`config.mk`:
```
export PLATFORM = sky130hd
export DESIGN_NAME = lru_key_value_cache
export DESIGN_NICKNAME = d
export VERILOG_FILES = /design/src/hw/rtl/lru_kv_pkg.sv /design/src/hw/rtl/lru_kv_ctrl.sv /design/src/hw/rtl/lru_kv_dpath.sv /design/src/hw/rtl/lru_key_value_cache.sv
export SDC_FILE = /design/constraint.sdc
export NUM_CORES = 1
export LEC_CHECK = 0
export BUFFER_PORTS_ARGS = -buffer_cell sky130_fd_sc_hd__buf_4
export CAP_MARGIN = 30
export CORE_MARGIN = 4
export CORE_UTILIZATION = 42
export DETAILED_ROUTE_END_ITERATION = 8
export SLEW_MARGIN = 25
export SYNTH_ARGS = -nofsm -noshare
export SYNTH_HDL_FRONTEND = slang
export SYNTH_SLANG_ARGS = --single-unit
```
`constraint.sdc`:
```
create_clock -name clk -period 4.6 [get_ports clk]
set_clock_uncertainty 0.05 [all_clocks]
set_input_delay 0.46 -clock clk [delete_from_list [all_inputs] [get_ports clk]]
set_output_delay 0.46 -clock clk [all_outputs]
set_load 0.02 [all_outputs]
```
`src/hw/rtl/lru_kv_pkg.sv`:
```
// Shared constants and controller/datapath interface types for the LRU cache.
`default_nettype none

package lru_kv_pkg;

    localparam int LRU_MAX_ENTRIES = 16;
    localparam int DATA_W          = 32;
    localparam int CFG_W           = 5;

    localparam logic [CFG_W-1:0]  CAP_RESET  = 5'd16;
    localparam logic [DATA_W-1:0] MISS_VALUE = '1;

    // Operation code carried by func
    localparam logic FUNC_PUT = 1'b1;

    // Commands from the controller to the datapath
    typedef struct packed {
        logic start;       // capture request, start key scan
        logic put_update;  // overwrite hit value, start touch sweep
        logic insert;      // evict if full, write new entry, start aging sweep
        logic touch;       // start touch sweep for a get hit
        logic emit;        // load the result register
    } lru_cmd_t;

    // Status from the datapath to the controller
    typedef struct packed {
        logic is_put;
        logic hit;
        logic pass_done;
        logic out_free;
    } lru_status_t;

endpackage

`default_nettype wire

```
`src/hw/rtl/lru_kv_ctrl.sv`:
```
// Request sequencer of the LRU cache: scan, decide, report, rank sweep.
`default_nettype none

module lru_kv_ctrl
    import lru_kv_pkg::*;
(
    input  wire         clk,
    input  wire         rst_n,
    input  wire         in_valid,
    output logic        in_ready,
    input  lru_status_t status,
    output lru_cmd_t    cmd
);

    typedef enum logic [2:0] {
        ST_IDLE,
        ST_SCAN,
        ST_DECIDE,
        ST_RESULT,
        ST_SWEEP
    } state_t;

    state_t state_reg;
    state_t state_next;

    // Hold state
    always_ff @(posedge clk or negedge rst_n)
    begin
        if (!rst_n)
        begin
            state_reg <= ST_IDLE;
        end
        else
        begin
            state_reg <= state_next;
        end
    end

    assign in_ready = (state_reg == ST_IDLE);

    // Advance through the request phases and issue datapath commands
    always_comb
    begin
        state_next = state_reg;
        cmd        = '0;
        case (state_reg)
            ST_IDLE:
            begin
                if (in_valid)
                begin
                    cmd.start  = 1'b1;
                    state_next = ST_SCAN;
                end
            end
            ST_SCAN:
            begin
                if (status.pass_done)
                begin
                    state_next = ST_DECIDE;
                end
            end
            ST_DECIDE:
            begin
                if (!status.is_put)
                begin
                    state_next = ST_RESULT;
                end
                else if (status.hit)
                begin
                    cmd.put_update = 1'b1;
                    state_next     = ST_SWEEP;
                end
                else
                begin
                    cmd.insert = 1'b1;
                    state_next = ST_SWEEP;
                end
            end
            ST_RESULT:
            begin
                if (status.out_free)
                begin
                    cmd.emit = 1'b1;
                    if (status.hit)
                    begin
                        cmd.touch  = 1'b1;
                        state_next = ST_SWEEP;
                    end
                    else
                    begin
                        state_next = ST_IDLE;
                    end
                end
            end
            ST_SWEEP:
            begin
                if (status.pass_done)
                begin
                    state_next = ST_IDLE;
                end
            end
            default:
            begin
                state_next = ST_IDLE;
            end
        endcase
    end

endmodule

`default_nettype wire

```
`src/hw/rtl/lru_kv_dpath.sv`:
```
// Entry storage, sequential key scan, rank sweep and result register of the LRU cache.
`default_nettype none

module lru_kv_dpath
    import lru_kv_pkg::*;
#(
    parameter int MAX_ENTRIES = LRU_MAX_ENTRIES
)
(
    input  wire                       clk,
    input  wire                       rst_n,
    input  lru_cmd_t                  cmd,
    output lru_status_t               status,
    input  wire                       func,
    input  wire signed [DATA_W-1:0]   lookup_key,
    input  wire signed [DATA_W-1:0]   write_value,
    input  wire                       cfg_write_en,
    input  wire        [CFG_W-1:0]    cfg_write_data,
    output logic                      out_valid,
    input  wire                       out_ready,
    output logic signed [DATA_W-1:0]  read_value,
    output logic                      found
);

    localparam int IDX_W = (MAX_ENTRIES > 1) ? $clog2(MAX_ENTRIES) : 1;
    localparam int CNT_W = $clog2(MAX_ENTRIES + 1);
    localparam int CAP_W = (CNT_W > CFG_W) ? CNT_W : CFG_W;
    localparam logic [IDX_W-1:0] LAST_IDX = IDX_W'(MAX_ENTRIES - 1);
    localparam logic [CAP_W-1:0] MAX_CAP  = CAP_W'(MAX_ENTRIES);

    // Entry memories
    logic [DATA_W-1:0] key_mem   [MAX_ENTRIES];
    logic [DATA_W-1:0] value_mem [MAX_ENTRIES];
    logic [IDX_W-1:0]  rank_mem  [MAX_ENTRIES];

    logic [DATA_W-1:0] key_rd_reg;
    logic [DATA_W-1:0] value_rd_reg;
    logic [IDX_W-1:0]  rank_rd_reg;

    // Request capture
    logic              func_reg;
    logic [DATA_W-1:0] key_reg;
    logic [DATA_W-1:0] wval_reg;

    // Pass sequencing
    logic              pass_run_reg;
    logic              sweep_reg;
    logic [IDX_W-1:0]  ctr_reg;
    logic              st_vld_reg;
    logic [IDX_W-1:0]  st_idx_reg;

    // Scan findings
    logic              hit_reg;
    logic [IDX_W-1:0]  hit_idx_reg;
    logic [IDX_W-1:0]  hit_rank_reg;
    logic [DATA_W-1:0] hit_value_reg;
    logic              vic_found_reg;
    logic [IDX_W-1:0]  vic_idx_reg;
    logic [IDX_W-1:0]  vic_rank_reg;
    logic              free_found_reg;
    logic [IDX_W-1:0]  free_idx_reg;

    // Sweep control
    logic [IDX_W-1:0]  target_reg;
    logic [IDX_W-1:0]  thr_reg;
    logic              all_reg;

    // Occupancy, capacity, valid marks
    logic [MAX_ENTRIES-1:0] valid_reg;
    logic [MAX_ENTRIES-1:0] valid_next;
    logic [CNT_W-1:0]       occ_reg;
    logic [CFG_W-1:0]       cap_reg;

    // Result register
    logic              out_valid_reg;
    logic [DATA_W-1:0] out_value_reg;
    logic              out_found_reg;

    logic [CAP_W-1:0]  cap_ext;
    logic [CAP_W-1:0]  eff_cap;
    logic              full;
    logic [IDX_W-1:0]  slot_idx;
    logic [IDX_W-1:0]  wr_idx;
    logic [IDX_W-1:0]  rank_next;
    logic              pass_start;
    logic              rank_we;

    // Clamp capacity to 1..MAX_ENTRIES and test for a full cache
    always_comb
    begin
        cap_ext = CAP_W'(cap_reg);
        if (cap_reg == '0)
        begin
            eff_cap = CAP_W'(1);
        end
        else if (cap_ext > MAX_CAP)
        begin
            eff_cap = MAX_CAP;
        end
        else
        begin
            eff_cap = cap_ext;
        end
        full = (CAP_W'(occ_reg) >= eff_cap) && (occ_reg != '0);
    end

    // Pick the insert slot: lowest invalid entry once the victim is dropped
    always_comb
    begin
        if (full && !(free_found_reg && (free_idx_reg < vic_idx_reg)))
        begin
            slot_idx = vic_idx_reg;
        end
        else
        begin
            slot_idx = free_idx_reg;
        end
        wr_idx = cmd.insert ? slot_idx : hit_idx_reg;
    end

    // Drop the victim when full and mark the insert slot
    always_comb
    begin
        valid_next = valid_reg;
        if (full)
        begin
            valid_next[vic_idx_reg] = 1'b0;
        end
        valid_next[slot_idx] = 1'b1;
    end

    // New rank of the entry leaving the read stage during a sweep
    always_comb
    begin
        if (st_idx_reg == target_reg)
        begin
            rank_next = '0;
        end
        else if (valid_reg[st_idx_reg] && (all_reg || (rank_rd_reg < thr_reg)))
        begin
            rank_next = rank_rd_reg + IDX_W'(1);
        end
        else
        begin
            rank_next = rank_rd_reg;
        end
    end

    assign pass_start = cmd.start || cmd.put_update || cmd.insert || cmd.touch;
    assign rank_we    = st_vld_reg && sweep_reg;

    // Write and read the entry memories
    always_ff @(posedge clk)
    begin
        if (cmd.insert)
        begin
            key_mem[wr_idx] <= key_reg;
        end
        if (cmd.insert || cmd.put_update)
        begin
            value_mem[wr_idx] <= wval_reg;
        end
        if (rank_we)
        begin
            rank_mem[st_idx_reg] <= rank_next;
        end
        key_rd_reg   <= key_mem[ctr_reg];
        value_rd_reg <= value_mem[ctr_reg];
        rank_rd_reg  <= rank_mem[ctr_reg];
    end

    // Capture request fields and sweep targets
    always_ff @(posedge clk)
    begin
        if (cmd.start)
        begin
            func_reg <= func;
            key_reg  <= $unsigned(lookup_key);
            wval_reg <= $unsigned(write_value);
        end
        if (cmd.put_update || cmd.touch)
        begin
            target_reg <= hit_idx_reg;
            thr_reg    <= hit_rank_reg;
            all_reg    <= 1'b0;
        end
        else if (cmd.insert)
        begin
            target_reg <= slot_idx;
            thr_reg    <= '0;
            all_reg    <= 1'b1;
        end
        if (cmd.emit)
        begin
            out_value_reg <= hit_reg ? hit_value_reg : MISS_VALUE;
            out_found_reg <= hit_reg;
        end
    end

    // Sequence passes and gather scan findings
    always_ff @(posedge clk or negedge rst_n)
    begin
        if (!rst_n)
        begin
            pass_run_reg   <= 1'b0;
            sweep_reg      <= 1'b0;
            ctr_reg        <= '0;
            st_vld_reg     <= 1'b0;
            st_idx_reg     <= '0;
            hit_reg        <= 1'b0;
            hit_idx_reg    <= '0;
            hit_rank_reg   <= '0;
            hit_value_reg  <= '0;
            vic_found_reg  <= 1'b0;
            vic_idx_reg    <= '0;
            vic_rank_reg   <= '0;
            free_found_reg <= 1'b0;
            free_idx_reg   <= '0;
        end
        else
        begin
            // Step the read address through all entries
            if (pass_start)
            begin
                pass_run_reg <= 1'b1;
                sweep_reg    <= !cmd.start;
                ctr_reg      <= '0;
            end
            else if (pass_run_reg)
            begin
                if (ctr_reg == LAST_IDX)
                begin
                    pass_run_reg <= 1'b0;
                end
                else
                begin
                    ctr_reg <= ctr_reg + IDX_W'(1);
                end
            end
            st_vld_reg <= pass_run_reg && !pass_start;
            st_idx_reg <= ctr_reg;

            // Compare key, track oldest valid entry and first free entry
            if (cmd.start)
            begin
                hit_reg        <= 1'b0;
                vic_found_reg  <= 1'b0;
                free_found_reg <= 1'b0;
            end
            else if (st_vld_reg && !sweep_reg)
            begin
                if (valid_reg[st_idx_reg])
                begin
                    if (!hit_reg && (key_rd_reg == key_reg))
                    begin
                        hit_reg       <= 1'b1;
                        hit_idx_reg   <= st_idx_reg;
                        hit_rank_reg  <= rank_rd_reg;
                        hit_value_reg <= value_rd_reg;
                    end
                    if (!vic_found_reg || (rank_rd_reg > vic_rank_reg))
                    begin
                        vic_found_reg <= 1'b1;
                        vic_idx_reg   <= st_idx_reg;
                        vic_rank_reg  <= rank_rd_reg;
                    end
                end
                else if (!free_found_reg)
                begin
                    free_found_reg <= 1'b1;
                    free_idx_reg   <= st_idx_reg;
                end
            end
        end
    end

    // Hold valid marks, occupancy, capacity and result handshake
    always_ff @(posedge clk or negedge rst_n)
    begin
        if (!rst_n)
        begin
            valid_reg     <= '0;
            occ_reg       <= '0;
            cap_reg       <= CAP_RESET;
            out_valid_reg <= 1'b0;
        end
        else
        begin
            if (cfg_write_en)
            begin
                cap_reg <= cfg_write_data;
            end
            if (cmd.insert)
            begin
                if (!full)
                begin
                    occ_reg <= occ_reg + CNT_W'(1);
                end
                valid_reg <= valid_next;
            end
            if (cmd.emit)
            begin
                out_valid_reg <= 1'b1;
            end
            else if (out_ready)
            begin
                out_valid_reg <= 1'b0;
            end
        end
    end

    assign status.is_put    = (func_reg == FUNC_PUT);
    assign status.hit       = hit_reg;
    assign status.pass_done = st_vld_reg && (st_idx_reg == LAST_IDX);
    assign status.out_free  = !out_valid_reg || out_ready;

    assign out_valid  = out_valid_reg;
    assign read_value = $signed(out_value_reg);
    assign found      = out_found_reg;

endmodule

`default_nettype wire

```
`src/hw/rtl/lru_key_value_cache.sv`:
```
// A get result is loaded into the output register after its key scan over all entries.
// Requests are handled one at a time: a get miss ends after its scan, while a put or a get hit
// also runs a one-entry-per-cycle rank sweep over the entry memories before the next is taken.
// A new request is taken while an earlier result still waits in the output register.
// Reset (rst_n low, asynchronous) clears all valid marks and the occupancy and sets
// the capacity register to 16; no clearing pass follows, the block is ready at once.
`default_nettype none

module lru_key_value_cache
    import lru_kv_pkg::*;
#(
    parameter int MAX_ENTRIES = LRU_MAX_ENTRIES
)
(
    input  wire                       clk,
    input  wire                       rst_n,
    input  wire                       in_valid,
    output logic                      in_ready,
    input  wire                       func,
    input  wire signed [DATA_W-1:0]   lookup_key,
    input  wire signed [DATA_W-1:0]   write_value,
    input  wire                       cfg_write_en,
    input  wire        [CFG_W-1:0]    cfg_write_data,
    output logic                      out_valid,
    input  wire                       out_ready,
    output logic signed [DATA_W-1:0]  read_value,
    output logic                      found
);

    lru_cmd_t    cmd;
    lru_status_t status;

    // Sequence each request
    lru_kv_ctrl u_ctrl (
        .clk      (clk),
        .rst_n    (rst_n),
        .in_valid (in_valid),
        .in_ready (in_ready),
        .status   (status),
        .cmd      (cmd)
    );

    // Store entries and produce results
    lru_kv_dpath #(
        .MAX_ENTRIES (MAX_ENTRIES)
    ) u_dpath (
        .clk            (clk),
        .rst_n          (rst_n),
        .cmd            (cmd),
        .status         (status),
        .func           (func),
        .lookup_key     (lookup_key),
        .write_value    (write_value),
        .cfg_write_en   (cfg_write_en),
        .cfg_write_data (cfg_write_data),
        .out_valid      (out_valid),
        .out_ready      (out_ready),
        .read_value     (read_value),
        .found          (found)
    );

endmodule

`default_nettype wire

```
==> qor.json, run 1 <==
{
  "syn-mean-instance-area_um2": 22.68,
  "timing.final.crit_period_ns": 4.003,
  "synth_fp_nets": 2351,
  "setup_total_negative_slack_ns": 0,
  "post_synth_most_frequent_cells": "1194 x edfxtp_1, 341 x mux4_2, 95 x dfrtp_1",
  "wl_met3_um": 4895,
  "yosys.cell_count.top_type": "edfxtp_1",
  "tritoncts": "yes",
  "grt.overflow.total": 0,
  "drt.antenna.violating_nets": 0,
  "critical_path_arrival_ns": 4.31,
  "vdd_ir_drop_max_mv": 0.3853,
  "worst_pin_slew_ns": 0.9700,
  "grt_usage": 0.1702,
  "drt-vias-per-instance": 5.425,
  "power.share.combinational": 0.200,
  "ys_warn_count": 0,
  "syn_inst": 2257,
  "reg2reg_from": "u_dpath.vic_idx_reg[1]",
  "synth.area.top_cells": "edfxtp_1 70%, mux4_2 15%, dfrtp_1 4.6%",
  "placementRows": 127,
  "cts-htree-levels": 4,
  "worst_hold_startpoint": "in_valid",
  "highest_signal_layer": "met4",
  "m1WireLength_um": 47810,
  "synth.largest_area_cell": "edfxtp_1",
  "grt_first_pass_wirelength_um": 161400,
  "final.fill_count": 9587,
  "ys_ff_latch": 1359,
  "chipHeight_um": 357.1,
  "post-layout-total-power_w": 0.03329,
  "yosys.cell_types.count": 66,
  "netlist.area_leader.share": 0.7005,
  "timing.critical_path.required_ns": 4.91,
  "place_worst_setup_slack_ns": 0.6979,
  "met2_wirelength_um": 51900,
  "period_share": 0.8703,
  "post-place-cells": 3952,
  "finalHoldViolations": 0,
  "worst-setup-path-type": "register to register",
  "timing.reg2reg.worst_path_depth": 9,
  "routed_wl_um": 106900,
  "dp.final_hpwl_um": 61050,
  "share_clk_of_total_power": 0.344,
  "via_count": 23253,
  "grt_max_degree": 109,
  "drv_cap": 0,
  "timing.final.max_slew_violations": 0,
  "seq_power_share": 0.456,
  "remaining_drc_errors": 0,
  "power.static_leakage_nw": 19.64,
  "yosys_most_used_dff": "edfxtp_1",
  "total_area_of_sequential_cells_um2": 39660,
  "setup-violations-final": 0,
  "timing.hold.worst_path_depth": 4,
  "die-width_um": 357.1,
  "reg_top3": "u_dpath.key_mem x512, u_dpath.value_mem x512, u_dpath.rank_mem x64",
  "firstDrtPassIters": 5,
  "holdCritPathClass": "input pin to register",
  "syn_area_um2": 51190,
  "dr.first_iter.drc_count": 1826,
  "port_buffers": 109,
  "die_area_um2": 127500,
  "setup_repair_after_global_routing_missed_its_margin": "false",
  "design.core.area_um2": 120400,
  "clock-root-buffer": "clkbuf_16",
  "share_of_the_yosys_chip_area_belonging_to_registers": 0.7744,
  "final_net_count": 2654,
  "first_global_vias": 24710,
  "outcome": "complete, no violations",
  "route.detailed.wl_per_inst_um": 24.95,
  "synth_enable_flop_cells": 1194,
  "tritoncts.num_buffers": 143,
  "initial_antenna_violation_count": 1,
  "insertion_delay_ns": 0.73,
  "syn2layout_area_growth_pct": 17.27,
  "initial_core_util": 0.4250,
  "post_route_cells_drive_above_1_share": 0.3171,
  "routabilityCongestion": 0.8239,
  "int_pwr_w": 0.02476,
  "cts.reportedPaths.clkPinSlew_ns": 0.06,
  "cts.sink_count": 1359,
  "pin_count": 110,
  "crit_start": "u_dpath.vic_idx_reg[1]",
  "antenna-diode-count": 0,
  "max_freq_mhz": 249.8,
  "async_reset_ff_frac": 0.07064,
  "relSlewSlack": 0.3534,
  "worst_slack_ns": 0.5966,
  "ctsLongestPathBuffers": 3,
  "multi_input_area_um2": 11240,
  "layout.cells.non_filler": 4286,
  "timing.critical_path.to_type": "register",
  "cp_max_fo": 32,
  "switching_power_w": 0.008526,
  "sw_frac_of_total": 0.2561,
  "power-per-cell-area_nw_per_um2": 554.6,
  "startpoint_type": "register"
}
==> worst max-delay path, stage by stage (launching register included) <==
cell      delay, ns
dfrtp_1        0.54
inv_1          0.19
ha_1           0.33
o211ai_1       0.12
o2111a_1       0.32
o31ai_1        0.40
a21oi_1        0.21
nand2b_1       0.62
nor3_4         0.28
buf_4          0.55
==> metrics by stage <==
step	utilization	instance area (um^2)	hold WS, ns
3_3_place_gp	0.4526	54510	0.3950
2_1_floorplan	-	51220	0.1144
4_1_cts	0.4980	59980	0.07652
3_5_place_dp	0.4527	54530	0.3987
5_1_grt	0.4984	60030	0.09092
6_report	0.4984	60030	0.1261
==> final timing paths <==
path | slack [ns] | end
max in group asynchronous | 3.36 | u_dpath.hit_value_reg[28]
max | 0.60 | u_dpath.value_mem[7][25]
min | 0.13 | u_ctrl.state_reg[0]
max reg2reg | 0.60 | u_dpath.value_mem[7][25]
min reg2reg | 0.41 | u_dpath.hit_value_reg[14]
min in group asynchronous | 0.23 | u_dpath.hit_value_reg[5]
==> logic make-up after synthesis <==
group,synth area share
DFF,0.7744
muxes,0.1680
and+or+nand+nor,0.02163
buffers and inverters,0.01132
AOI/OAI and AO/OA,0.01230
xor gates and xnor gates,0.007700
adders and majority gates,0.004644
==> power by group through the flow <==
stage | clock (W) | sequential, W | combinational, W
6_report | 0.0114 | 0.0152 | 0.00665
5_1_grt | 0.0123 | 0.0153 | 0.00714
3_5_place_dp | 0 | 0.0155 | 0.00667
4_1_cts | 0.0117 | 0.0153 | 0.00674
3_3_place_gp | 0 | 0.0155 | 0.00651
2_1_floorplan | 0 | 0.0149 | 0.00511
==> layout make-up <==
class,instances,area share
Clock buffer,204,0.06876
Clock inverter,55,0.009880
Inverter,21,0.001355
Multi-Input combinational cell,775,0.1872
Sequential cell,1359,0.6606
Tap cell,1612,0.03360
Timing Repair Buffer,260,0.03860
==> placed cells by master (no fill, tap or decap), types with 7 or more instances in the layout <==
| cell | synthesis | final |
|---|---|---|
| edfxtp_1 | 1194 | 1194 |
| mux4_2 | 341 | 341 |
| buf_4 | 0 | 173 |
| clkbuf_16 | 0 | 151 |
| dfrtp_1 | 95 | 90 |
| dlygate4sd3_1 | 0 | 73 |
| dfxtp_1 | 69 | 69 |
| mux2_4 | 39 | 39 |
| clkbuf_1 | 64 | 38 |
| nor2_1 | 61 | 37 |
| nand2b_1 | 37 | 37 |
| o21ai_0 | 37 | 37 |
| nand2_1 | 30 | 30 |
| xnor2_1 | 24 | 24 |
| nor2_4 | 0 | 24 |
| clkinv_2 | 0 | 23 |
| xor2_1 | 21 | 21 |
| inv_1 | 21 | 20 |
| mux2_2 | 20 | 20 |
| ha_1 | 19 | 19 |
| nor3_1 | 23 | 15 |
| clkbuf_8 | 1 | 15 |
| buf_12 | 4 | 13 |
| a21oi_1 | 13 | 12 |
| nand4_1 | 12 | 12 |
| bufinv_16 | 0 | 11 |
| clkinv_1 | 0 | 10 |
| nor4_1 | 7 | 7 |
| nand3_1 | 7 | 7 |
| and2_1 | 7 | 7 |
| nor3_4 | 1 | 7 |
| o41ai_1 | 7 | 7 |
==> repair_timing <==
action | CTS | global route
setup buffers | 0 | 0
gates resized for setup | 0 | 0
hold buffers | 73 | 0
hold endpoints to repair | 107 | 0
==> layer usage <==
layer  vias to the layer above  global-route usage
li1                      10002                   -
met1                     12463              0.2433
met2                       632              0.2717
met3                       156             0.02952
met4                         0             0.04968
met5                         -                   0
(Power assumes the default switching activity.)
==> inputs of run 2 (changes only) <==
--- a/config.mk
+++ b/config.mk
@@ -5,7 +5,7 @@
 export SDC_FILE = /design/constraint.sdc
 export NUM_CORES = 1
 export LEC_CHECK = 0
-export BUFFER_PORTS_ARGS = -buffer_cell sky130_fd_sc_hd__buf_4
+export BUFFER_PORTS_ARGS = -buffer_cell sky130_fd_sc_hd__clkbuf_2
 export CAP_MARGIN = 30
 export CORE_MARGIN = 4
 export CORE_UTILIZATION = 42
==> qor.json, run 2 (synthesis gave the netlist of run 1 again) <==
{
  "outcome": "complete, no violations",
  "port_buffers": {"value": 109, "change": "unchanged"},
  "via_count": {"value": 23367, "change": "+0.49%"},
  "dp.final_hpwl": {"value": 61440, "unit": "um", "change": "+0.64%"},
  "holdCritPathClass": "input pin to asynchronous set/reset pin",
  "remaining_drc_errors": {"value": 0, "change": "unchanged"},
  "syn2layout_area_growth_pct": 16.93,
  "chipHeight": {"value": 357.1, "unit": "um", "change": "unchanged"},
  "setup-violations-final": {"value": 0, "change": "unchanged"},
  "die_area": {"value": 127500, "unit": "um^2", "change": "unchanged"},
  "setup_repair_after_global_routing_missed_its_margin": "false",
  "timing.reg2reg.worst_path_depth": {"value": 9, "change": "unchanged"},
  "timing.critical_path.required": {"value": 4.91, "unit": "ns", "change": "about the same"},
  "timing.critical_path.to_type": "register",
  "period_share": {"value": 0.8929, "change": "+0.02258"},
  "grt_max_degree": {"value": 92, "change": "-16%"},
  "tritoncts": "yes",
  "initial_antenna_violation_count": {"value": 1, "change": "unchanged"},
  "power.share.combinational": {"value": 0.197, "change": "-0.003"},
  "pin_count": {"value": 110, "change": "unchanged"},
  "post_route_cells_drive_above_1_share": {"value": 0.3160, "change": "-0.001162"},
  "power-per-cell-area": {"value": 555.2, "unit": "nW/um^2", "change": "+0.11%"},
  "antenna-diode-count": {"value": 0, "change": "unchanged"},
  "total_area_of_sequential_cells": {"value": 39660, "unit": "um^2", "change": "unchanged"},
  "final_core_utilization": {"value": 0.4969, "change": "-0.001475"},
  "drt.antenna.violating_nets": {"value": 0, "change": "unchanged"},
  "dr.first_iter.drc_count": {"value": 2127, "change": "+16%"},
  "reg2reg_from": "u_dpath.vic_idx_reg[1]",
  "routabilityCongestion": {"value": 0.8314, "change": "+0.91%"},
  "placementRows": {"value": 127, "change": "unchanged"},
  "initial_core_util": {"value": 0.4250, "change": "unchanged"},
  "tritoncts.num_buffers": {"value": 141, "change": "-1.4%"},
  "design.core.area": {"value": 120400, "unit": "um^2", "change": "unchanged"},
  "finalHoldViolations": {"value": 0, "change": "unchanged"},
  "mostFrequentLayoutCell": "edfxtp_1",
  "firstDrtPassIters": {"value": 7, "change": "+2"},
  "cts-htree-levels": {"value": 4, "change": "unchanged"},
  "reg2reg_setup_slack": {"value": 0.49, "unit": "ns", "change": "-0.10 ns"},
  "final_net_count": {"value": 2660, "change": "+0.23%"},
  "ctsLongestPathBuffers": {"value": 3, "change": "unchanged"},
  "grt_usage": {"value": 0.1708, "change": "+0.0006555"},
  "routed_wl": {"value": 107400, "unit": "um", "change": "+0.46%"},
  "seq_power_share": {"value": 0.457, "change": "about the same"},
  "worst_pin_slew": {"value": 0.8918, "unit": "ns", "change": "-0.07814 ns"},
  "clock-root-buffer": "clkbuf_16",
  "vdd_ir_drop_max": {"value": 0.4262, "unit": "mV", "change": "+11%"},
  "cp_max_fo": {"value": 32, "change": "unchanged"},
  "critical_path_arrival": {"value": 4.42, "unit": "ns", "change": "+0.11 ns"},
  "startpoint_type": "register",
  "cts.reportedPaths.clkPinSlew": {"value": 0.06, "unit": "ns", "change": "about the same"},
  "timing.final.crit_period": {"value": 4.107, "unit": "ns", "change": "+0.1038 ns"},
  "drt-vias-per-instance": {"value": 5.435, "change": "+0.19%"},
  "layout_common_cells": "1194 x edfxtp_1, 341 x mux4_2, 146 x clkbuf_16",
  "power.static_leakage": {"value": 19.60, "unit": "nW", "change": "-0.20%"},
  "relSlewSlack": {"value": 0.4055, "change": "+0.05209"},
  "timing.rr.end": "u_dpath.value_mem[15][17]",
  "max_freq": {"value": 243.5, "unit": "MHz", "change": "-2.5%"},
  "grt.overflow.total": {"value": 0, "change": "unchanged"},
  "int_pwr": {"value": 0.02465, "unit": "W", "change": "-0.45%"},
  "switching_power": {"value": 0.008575, "unit": "W", "change": "+0.57%"},
  "first_global_vias": {"value": 24666, "change": "-0.18%"},
  "route.detailed.wl_per_inst": {"value": 24.99, "unit": "um", "change": "+0.16%"},
  "reg_top3": "u_dpath.key_mem x512, u_dpath.value_mem x512, u_dpath.rank_mem x64",
  "final.fill_count": {"value": 9607, "change": "+0.21%"},
  "sw_frac_of_total": {"value": 0.2581, "change": "+0.001944"},
  "worst-setup-path-type": "register to register",
  "share_clk_of_total_power": {"value": 0.346, "change": "+0.002"},
  "cts-resized-gates": {"value": 0, "change": "unchanged"},
  "drv_cap": {"value": 0, "change": "unchanged"},
  "insertion_delay": {"value": 0.74, "unit": "ns", "change": "about the same"},
  "multi_input_area": {"value": 11240, "unit": "um^2", "change": "unchanged"},
  "post-layout-total-power": {"value": 0.03323, "unit": "W", "change": "-0.19%"},
  "grt_first_pass_wirelength": {"value": 162000, "unit": "um", "change": "+0.38%"},
  "cts.sink_count": {"value": 1359, "change": "unchanged"},
  "timing.final.max_slew_violations": {"value": 0, "change": "unchanged"},
  "die-width": {"value": 357.1, "unit": "um", "change": "unchanged"}
}
[run 2: cell count changes in the layout (fill, tap and decap cells not counted), sizes merged]
cell	previous run	this run
clkinvlp	4	5
bufinv	11	13
inv	26	31
clkbuf	204	306
clkinv	35	38
dlygate4sd3	73	79
buf	187	81
[run 2: metrics by stage]
step                      cells  instance area [um^2]  setup slack, ns  setup TNS, ns  hold WS [ns]
after floorplan            2257                 51220          -0.3189         -20.41        0.1144
after CTS                  4296                 59790           0.5976              0        0.3349
after global routing       4299                 59850           0.3293              0       0.08218
final                      4299                 59850           0.4927              0        0.1054
after global placement     3953                 54240           0.7813              0        0.3983
after detailed placement   3953                 54240           0.6418              0        0.3980
[run 2: worst max-delay path by stage]
stage | to | from | cells after the start | slack [ns]
global placement | u_dpath.hit_value_reg[6] | u_dpath.key_reg[24] | 8 | 0.78
floorplan | u_dpath.value_mem[4][0] | u_dpath.vic_idx_reg[2] | 10 | -0.32
CTS | u_dpath.value_mem[9][23] | u_dpath.vic_idx_reg[1] | 9 | 0.60
detailed placement | u_dpath.value_mem[9][27] | u_dpath.vic_idx_reg[1] | 9 | 0.64
finish | u_dpath.value_mem[15][17] | u_dpath.vic_idx_reg[1] | 9 | 0.49
global route | u_dpath.value_mem[15][17] | u_dpath.vic_idx_reg[1] | 9 | 0.33
[run 2: routing by layer]
layer,routed length (um),GRT usage,vias up,share of wire
met3,5512,0.03228,144,0.051
li1,-,-,10023,-
met1,47650,0.2459,12591,0.44
met5,0,0,-,0
met2,52520,0.2727,609,0.49
met4,1761,0.04181,0,0.016
[run 2: worst max-delay path, cell delays in order (launching register included)]
cell	delay [ns]
dfrtp_1	0.54
inv_1	0.19
ha_1	0.33
o211ai_1	0.12
o2111ai_1	0.38
nand3_1	0.51
mux2i_1	0.43
a21oi_1	0.31
nor3_4	0.26
buf_4	0.55
[run 2: power groups by stage]
stage / clock [W] / sequential (W) / combinational [W]
3_3_place_gp: 0 / 0.0155 / 0.00641
3_5_place_dp: 0 / 0.0156 / 0.00649
5_1_grt: 0.0123 / 0.0153 / 0.00703
6_report: 0.0115 / 0.0152 / 0.00654
4_1_cts: 0.0118 / 0.0153 / 0.00658
2_1_floorplan: 0 / 0.0149 / 0.00511
[run 2: final cells by class]
cell class              count  share of cell area
repair buffers            268             0.03516
clock inverters            66             0.01265
clock buffers             198             0.06681
flip-flops and latches   1359              0.6626
inverters                  21            0.001359
well taps                1612             0.03370
multi-input cells         775              0.1877
[run 2: timing repair]
| item | CTS | global route |
|---|---|---|
| endpoints found under the hold margin | 137 | 0 |
| setup buffers | 0 | 0 |
| hold buffers | 79 | 0 |
